===== config.mk =====
export PLATFORM = sky130hd
export DESIGN_NAME = bthm_hash
export DESIGN_NICKNAME = d
export VERILOG_FILES = /design/src/hdl/bthm_pkg.sv /design/src/hdl/bthm_hash.sv
export SDC_FILE = /design/constraint.sdc
export NUM_CORES = 1
export LEC_CHECK = 0
export ABC_AREA = 0
export BUFFER_PORTS_ARGS = -buffer_cell sky130_fd_sc_hd__buf_4
export CAP_MARGIN = 10
export CORE_MARGIN = 4
export CORE_UTILIZATION = 40
export DETAILED_ROUTE_END_ITERATION = 10
export GPL_TIMING_DRIVEN = 0
export PLACE_DENSITY = 0.56
export SYNTH_ARGS = -nofsm -noshare
export SYNTH_HDL_FRONTEND = slang
export SYNTH_SLANG_ARGS = --single-unit

===== constraint.sdc =====
create_clock -name clock -period 6.56 [get_ports clock]
set_input_delay 0.328 -clock clock [delete_from_list [all_inputs] [get_ports clock]]
set_output_delay 0.328 -clock clock [all_outputs]
set_load 0.005 [all_outputs]

===== src/hdl/bthm_pkg.sv =====
// ---------------------------------------------------------------------------
// bthm_pkg
// Shared types, codes and hash round function for the level-tagged hash map.
// ---------------------------------------------------------------------------
package bthm_pkg;

   localparam int REQ_W = 3;
   localparam int KEY_W = 31;
   localparam int CFG_W = 11;
   localparam int STATUS_W = 3;

   localparam logic [31:0] SLOT_EMPTY   = 32'hFFFF_FFFF;
   localparam logic [31:0] SLOT_DELETED = 32'hFFFF_FFFE;
   localparam logic [31:0] VALUE_UNSET  = 32'hFFFF_FFFF;

   localparam logic [31:0] HASH_C0 = 32'h7ed5_5d16;
   localparam logic [31:0] HASH_C1 = 32'hc761_c23c;
   localparam logic [31:0] HASH_C2 = 32'h1656_67b1;
   localparam logic [31:0] HASH_C3 = 32'hd3a2_646c;
   localparam logic [31:0] HASH_C4 = 32'hfd70_46c5;
   localparam logic [31:0] HASH_C5 = 32'hb55a_4f09;
   localparam logic [2:0]  HASH_LAST_ROUND = 3'd5;

   typedef enum logic [REQ_W-1:0] {
      REQ_FIND  = 3'd0,
      REQ_GET   = 3'd1,
      REQ_SET   = 3'd2,
      REQ_PUSH  = 3'd3,
      REQ_POP   = 3'd4,
      REQ_RESET = 3'd5
   } req_code_type;

   typedef enum logic [STATUS_W-1:0] {
      ST_OK        = 3'd0,
      ST_FULL      = 3'd1,
      ST_POP_ZERO  = 3'd2,
      ST_SET_MISS  = 3'd3,
      ST_LEVEL_OVF = 3'd4
   } status_code_type;

   typedef enum logic [0:0] {
      CSR_FILL_LIMIT    = 1'b0,
      CSR_CLEANUP_LIMIT = 1'b1
   } csr_index_type;

   // One round of the 32-bit integer mix.
   function automatic logic [31:0] hash_round(input logic [31:0] x, input logic [2:0] r);
      logic [31:0] y;
      y = x;
      case (r)
         3'd0:    y = (x + HASH_C0) + (x << 12);
         3'd1:    y = (x ^ HASH_C1) ^ (x >> 19);
         3'd2:    y = (x + HASH_C2) + (x << 5);
         3'd3:    y = (x + HASH_C3) ^ (x << 9);
         3'd4:    y = (x + HASH_C4) + (x << 3);
         3'd5:    y = (x ^ HASH_C5) ^ (x >> 16);
         default: y = x;
      endcase
      return y;
   endfunction

endpackage


===== src/hdl/bthm_hash.sv =====
// ---------------------------------------------------------------------------
// bthm_hash
// Iterative integer hash: one mix round per cycle, six rounds.
// ---------------------------------------------------------------------------
module bthm_hash (
   input  logic        clock,
   input  logic        reset,
   input  logic        start,
   input  logic [31:0] key,
   output logic        done,
   output logic [31:0] hash
);
   import bthm_pkg::*;

   logic [31:0] x_ff, x_in;
   logic [2:0]  round_ff, round_in;
   logic        run_ff, run_in;
   logic        done_ff, done_in;

   always_comb begin
      x_in     = x_ff;
      round_in = round_ff;
      run_in   = run_ff;
      done_in  = 1'b0;
      if (start) begin
         x_in     = key;
         round_in = '0;
         run_in   = 1'b1;
      end else if (run_ff) begin
         x_in     = hash_round(x_ff, round_ff);
         round_in = round_ff + 3'd1;
         if (round_ff == HASH_LAST_ROUND) begin
            run_in  = 1'b0;
            done_in = 1'b1;
         end
      end
   end

   always_ff @(posedge clock) begin
      if (reset) begin
         run_ff   <= 1'b0;
         done_ff  <= 1'b0;
         round_ff <= '0;
      end else begin
         run_ff   <= run_in;
         done_ff  <= done_in;
         round_ff <= round_in;
      end
   end

   always_ff @(posedge clock) begin
      x_ff <= x_in;
   end

   assign done = done_ff;
   assign hash = x_ff;

endmodule


After elaboration in Yosys (flattened, before gate mapping):

Index checks and enable logic that the tools add are counted.

* bits in registers: 37
* bits in latches: 0
* bits in writable memories: 0
* ROM bits: 0
* bits of input ports: 35
* output and inout bits: 33
* word-level logic and storage cells: 36
* memories kept: 0

* add/subtract/negate cells: 8
* multiply operators: 0
* divide/modulo/power cells: 0
* $lt $le $gt $ge: 0
* equality and inequality tests: 5
* shift operators: 0
* mux-type cells: 7
* bitwise operators: 6
* reductions and logical operators: 6

Operator list (count)
* 32-bit case mux with 6 select lines: 1
* 32-bit adder: 3
* 32-bit adder (second input constant): 2
* 32-bit two-way mux: 2
* 32-bit by 29-bit adder with 32-bit output (second input constant): 1
* 32-bit by 31-bit adder with 32-bit output (second input constant): 1
* 32-bit by 13-bit XOR with 32-bit output: 1
* 32-bit by 16-bit XOR with 32-bit output: 1
* 32-bit XOR: 1
* 16-bit NOT: 1
* 15-bit NOT: 1
* 7-bit nonzero test: 1
* 3-bit by 2-bit == test with 1-bit output (second input constant): 2
* 3-bit == test (second input constant): 2
* 1-bit two-way mux: 4
* 3-bit by 1-bit adder with 3-bit output (second input constant): 1
* 3-bit by 1-bit == test with 1-bit output (second input constant): 1
* 3-bit zero test: 1
* 3-bit OR reduction: 1
* 2-bit AND reduction: 1
* 2-bit nonzero test: 1
* 2-bit OR reduction: 1
* 1-bit NOT: 1

Longest topological paths before layout:

* depth after elaboration: 5
* mapped depth: 15
* gate-level depth less buffers: 13

Worst setup path before layout:

OpenSTA, ideal clock, no wires.

* path kind: flip-flop to flip-flop
* start: register x_ff[4] (netlist: hash[4])
* end: register x_ff[23] (netlist: hash[23]) (data pin)
* library setup time: 0.261 ns
* arrival: 3.237 ns
* required time: 6.299 ns
* setup slack: 3.062 ns
* stages on the path, launching flop included: 15
* path buffers: 1
* period minus slack after synthesis: 3.498 ns
* cell sequence: edfxtp_1 buf_1 inv_1 ha_1 inv_1 ha_1 o211ai_1 a21boi_0 o32a_2 a31oi_4 and2_4 and3_1 a211oi_1 o21ai_0 o32a_1

* longest elaborated chain between the ends: 5
* elaborated cells between the ends (all ways): 11
* classes of those cells: add/sub (7); mux (3); bitwise (1)

RTL lines
* from (decl): RTL line bthm_hash.sv:15 `logic [31:0] x_ff, x_in;`
* from (signal assigned): RTL line bthm_hash.sv:52 `x_ff <= x_in;`
* 32-bit adder, or another cell as far along (2 in series): RTL line bthm_pkg.sv:55 `3'd4: y = (x + HASH_C4) + (x << 3);`
* 32-bit case mux with 6 select lines *: RTL line bthm_pkg.sv:50 `case (r)`
* 32-bit two-way mux *: RTL line bthm_hash.sv:29 `end else if (run_ff) begin`
* 32-bit two-way mux *: RTL line bthm_hash.sv:25 `if (start) begin`
* via x_in[23]: RTL line bthm_hash.sv:15

Mark *: on every way through the listed nets, which the timed path passes. The rest lies on a longest branch. The select of a mux whose other input is x is not followed.
A chain may end at the register's enable or synchronous reset.

Final worst setup path:

* start: register x_ff[4] (netlist: hash[4])
* end: register x_ff[27] (netlist: hash[27]) (data pin)

The elaborated chain is that of the path after synthesis.

==> reports/results.tsv <==
stage	metric	value	unit
floorplan	io_pins	68	
detailed_routing	drc	0	
floorplan	rows	55	
global_route	grt_usage	0.289	
cts	cts_buffers	5	
sta	final_max_slew_viol_count	0	
run	cap_violations	0	
sta	fmax	207	MHz
critical_path	crit_chain	buf_1 > inv_1 > ha_1 > inv_1 > ha_1 > nand2_1 > nor2_1 > o211ai_1 > a211oi_1 > o21ai_1 > o21ai_2 > xor2_1 > a221oi_1 > a21oi_1	
global_route	grt_pass1_vias	9157	
place	gp_congestion	0.975	
detailed_routing	routed_wirelength	38.1	mm
final_layout	nets	1493	
floorplan	die_x	160	µm
synth	syn-cell-area	9270	µm²
synth	ys_warn_count	0	
synth	synth-main-ff-cell	edfxtp_1	
synth	async_flop_share	0	
cts	cts_resized	0	
floorplan	chipHeight	160	µm
final_layout	stdcell_area	10300	µm²
place	hpwl	30.2	mm
floorplan	core_area	22700	µm²
cts	clk-insertion-delay-late	310	ps
place	portBuffers	67	
sta	fin_worst_skew	12.4	ps
synth	yosysSeqAreaShare	0.114	
cts	post_cts_buffers	0	
place	placed_area	10100	µm²
hold_path	hold_path.class	input pin to register	
cts	cts_buffer_depth	2	
critical_path	cp-end-kind	register	
critical_path	path_buf_inv	3	
synth	ys_types	90	
sta	finalSetupViolations	0	
cts	path_clk_slew	60	ps
final_layout	fill_cells	2365	
floorplan	initial_core_util	0.408	
detailed_routing	vias_per_cell	6.08	
sta	period_share	0.735	
cts	h-tree-depth	2	
sta	max_slew.worst_pin.slew	1130	ps
sta	rsz0062_at_grt	false	
critical_path	slowest_stage	edfxtp_1	
cts	ctsRootBufferMaster	clkbuf_16	
place	dpl.cell_count	1565	
synth	synth_fp_nets	1418	
detailed_routing	firstDrtPassIters	6	
synth	syn_avg_cell_area	7.65	µm²
floorplan	dieArea	25700	µm²
sta	slew_headroom	0.246	
critical_path	cp.required	6590	ps
critical_path	critPathTopFamily	compound AO/OA/AOI/OAI gates	
detailed_routing	wl_per_cell	24.2	µm
sta	fin_crit	4820	ps
critical_path	critPathLaunchType	register	
final_layout	area_growth	11.1	%
global_route	overflow	0	
synth	synth_edf_count	32	
sta	fin_setup_tns	0	ps
cts	cts_tree	yes	
cts	clkSinkCount	37	
sta	whs	224	ps
detailed_routing	ant_nets	0	
global_route	antenna_found_initial	0	
cts	cts_hold_buf	0	
critical_path	cpPeakStageDelay	580	ps
critical_path	crit_type	register to register	
final_layout	drive_gt1_frac	0.0955	
final_layout	final_cells	1573	
critical_path	arrival	4850	ps
detailed_routing	first_iter_violations	974	
critical_path	crit_fanout	10	
synth	synthCells	1212	
global_route	grt_max_degree	18	
synth	ys_seq_elements	37	
sta	final-hold-violation-count	0	
detailed_routing	vias	9569	
final_layout	antenna_cells	0	
global_route	grt_first_pass_wirelength	56.8	mm
status	status	finished, final reports clean	
[state kept, by name, indices dropped and copies added (netlist names)]
name and flops:
hash 32, round_ff 3, done 1, run_ff 1
[path summary, 6_finish.rpt]
| check | slack (ps) | to | cells past startpoint | start |
|---|---|---|---|---|
| max | 1740 | hash[27]$_DFFE_PP_ | 14 | hash[4]$_DFFE_PP_ |
| min | 220 | round_ff[0]$_SDFFE_PP0P_ | 2 | reset |
| max reg2reg | 1740 | hash[27]$_DFFE_PP_ | 14 | hash[4]$_DFFE_PP_ |
| min reg2reg | 590 | round_ff[1]$_SDFFE_PP0P_ | 2 | round_ff[1]$_SDFFE_PP0P_ |
[logic make-up (layout without fill, tap and decap cells)]
| logic type | after synthesis | after routing | share of synthesized area |
|---|---|---|---|
| compound gates | 386 | 386 | 0.283 |
| xor+xnor | 139 | 139 | 0.131 |
| fa+ha+maj | 171 | 171 | 0.232 |
| buf+inv | 197 | 273 | 0.0849 |
| flops | 37 | 37 | 0.114 |
| mux | 12 | 12 | 0.0130 |
| simple gates | 270 | 270 | 0.142 |
[metal layers]
| layer | global-route usage | up-vias | part of all wire |
|---|---|---|---|
| met5 | 0 | - | 0 |
| met4 | 0.111 | 0 | 0.043 |
| met3 | 0.0498 | 81 | 0.082 |
| met2 | 0.471 | 425 | 0.45 |
| met1 | 0.383 | 4517 | 0.43 |
| li1 | - | 4546 | - |
[final cells by class]
class | count | area (µm²) | area share
Clock buffer | 7 | 154 | 0.0149
Timing Repair Buffer | 68 | 514 | 0.0499
Multi-Input combinational cell | 978 | 7420 | 0.721
Tap cell | 285 | 357 | 0.0346
Clock inverter | 1 | 5.00 | 0.000486
Buffer | 55 | 254 | 0.0247
Sequential cell | 37 | 1060 | 0.103
Inverter | 142 | 533 | 0.0517
[cell usage in the layout (no fill, tap or decap), drive strengths merged, types with 4 or more instances in the layout]
master	n
nor4	6
o31ai	5
o22ai	12
edfxtp	32
mux2i	12
xor2	36
inv	142
nand2b	15
nand2	86
or3	6
nor3	15
ha	170
nand3	24
o21ai	81
o21a	7
xnor2	103
nor2b	7
a31oi	24
a21boi	6
and2	6
nor2	68
and3	7
nand4	14
a21oi	116
a211oi	16
a2111oi	5
nor4b	5
a2bb2oi	4
a21o	25
clkbuf	42
o211ai	7
o221ai	9
dfxtp	5
a221oi	23
buf	87
o21bai	5
[metrics by stage]
step | worst slack [ps] | util
3_3_place_gp | 1860 | 0.446
3_5_place_dp | 1870 | 0.447
5_1_grt | 1470 | 0.454
2_1_floorplan | 3060 | -
6_report | 1740 | 0.454
4_1_cts | 1830 | 0.454
[Yosys cell counts (4+ instances only)]
cell type | instances | area, µm²
ha_1 | 170 | 2130
nor2b_1 | 7 | 43.8
dfxtp_1 | 5 | 100
nand3_1 | 24 | 120
a21oi_2 | 4 | 35.0
a221oi_1 | 20 | 175
a2bb2oi_1 | 4 | 35.0
a21oi_1 | 112 | 561
nand2_1 | 85 | 319
nor2_1 | 68 | 255
nand2b_1 | 15 | 93.8
o21bai_1 | 4 | 30.0
o31ai_1 | 4 | 30.0
o21ai_1 | 8 | 40.0
nor4b_1 | 4 | 35.0
and3_1 | 6 | 37.5
buf_1 | 6 | 22.5
nand4_1 | 14 | 87.6
o221ai_1 | 9 | 78.8
a31oi_1 | 23 | 144
xor2_1 | 36 | 315
and2_1 | 5 | 31.3
nor4_1 | 6 | 37.5
o211ai_1 | 7 | 52.6
inv_1 | 142 | 533
buf_4 | 5 | 37.5
o21ai_0 | 68 | 340
o22ai_1 | 12 | 75.1
o21a_1 | 7 | 52.6
clkbuf_1 | 32 | 120
nor3_1 | 14 | 70.1
a211oi_1 | 15 | 113
a21o_1 | 24 | 180
mux2i_1 | 12 | 120
edfxtp_1 | 32 | 961
xnor2_1 | 103 | 902
o21ai_2 | 4 | 35.0
buf_2 | 8 | 40.0
a21boi_0 | 5 | 37.5
or3_1 | 6 | 37.5
Power is not shown: default switching activity piles up to over one toggle a cycle in this logic, so the estimate is an artifact.
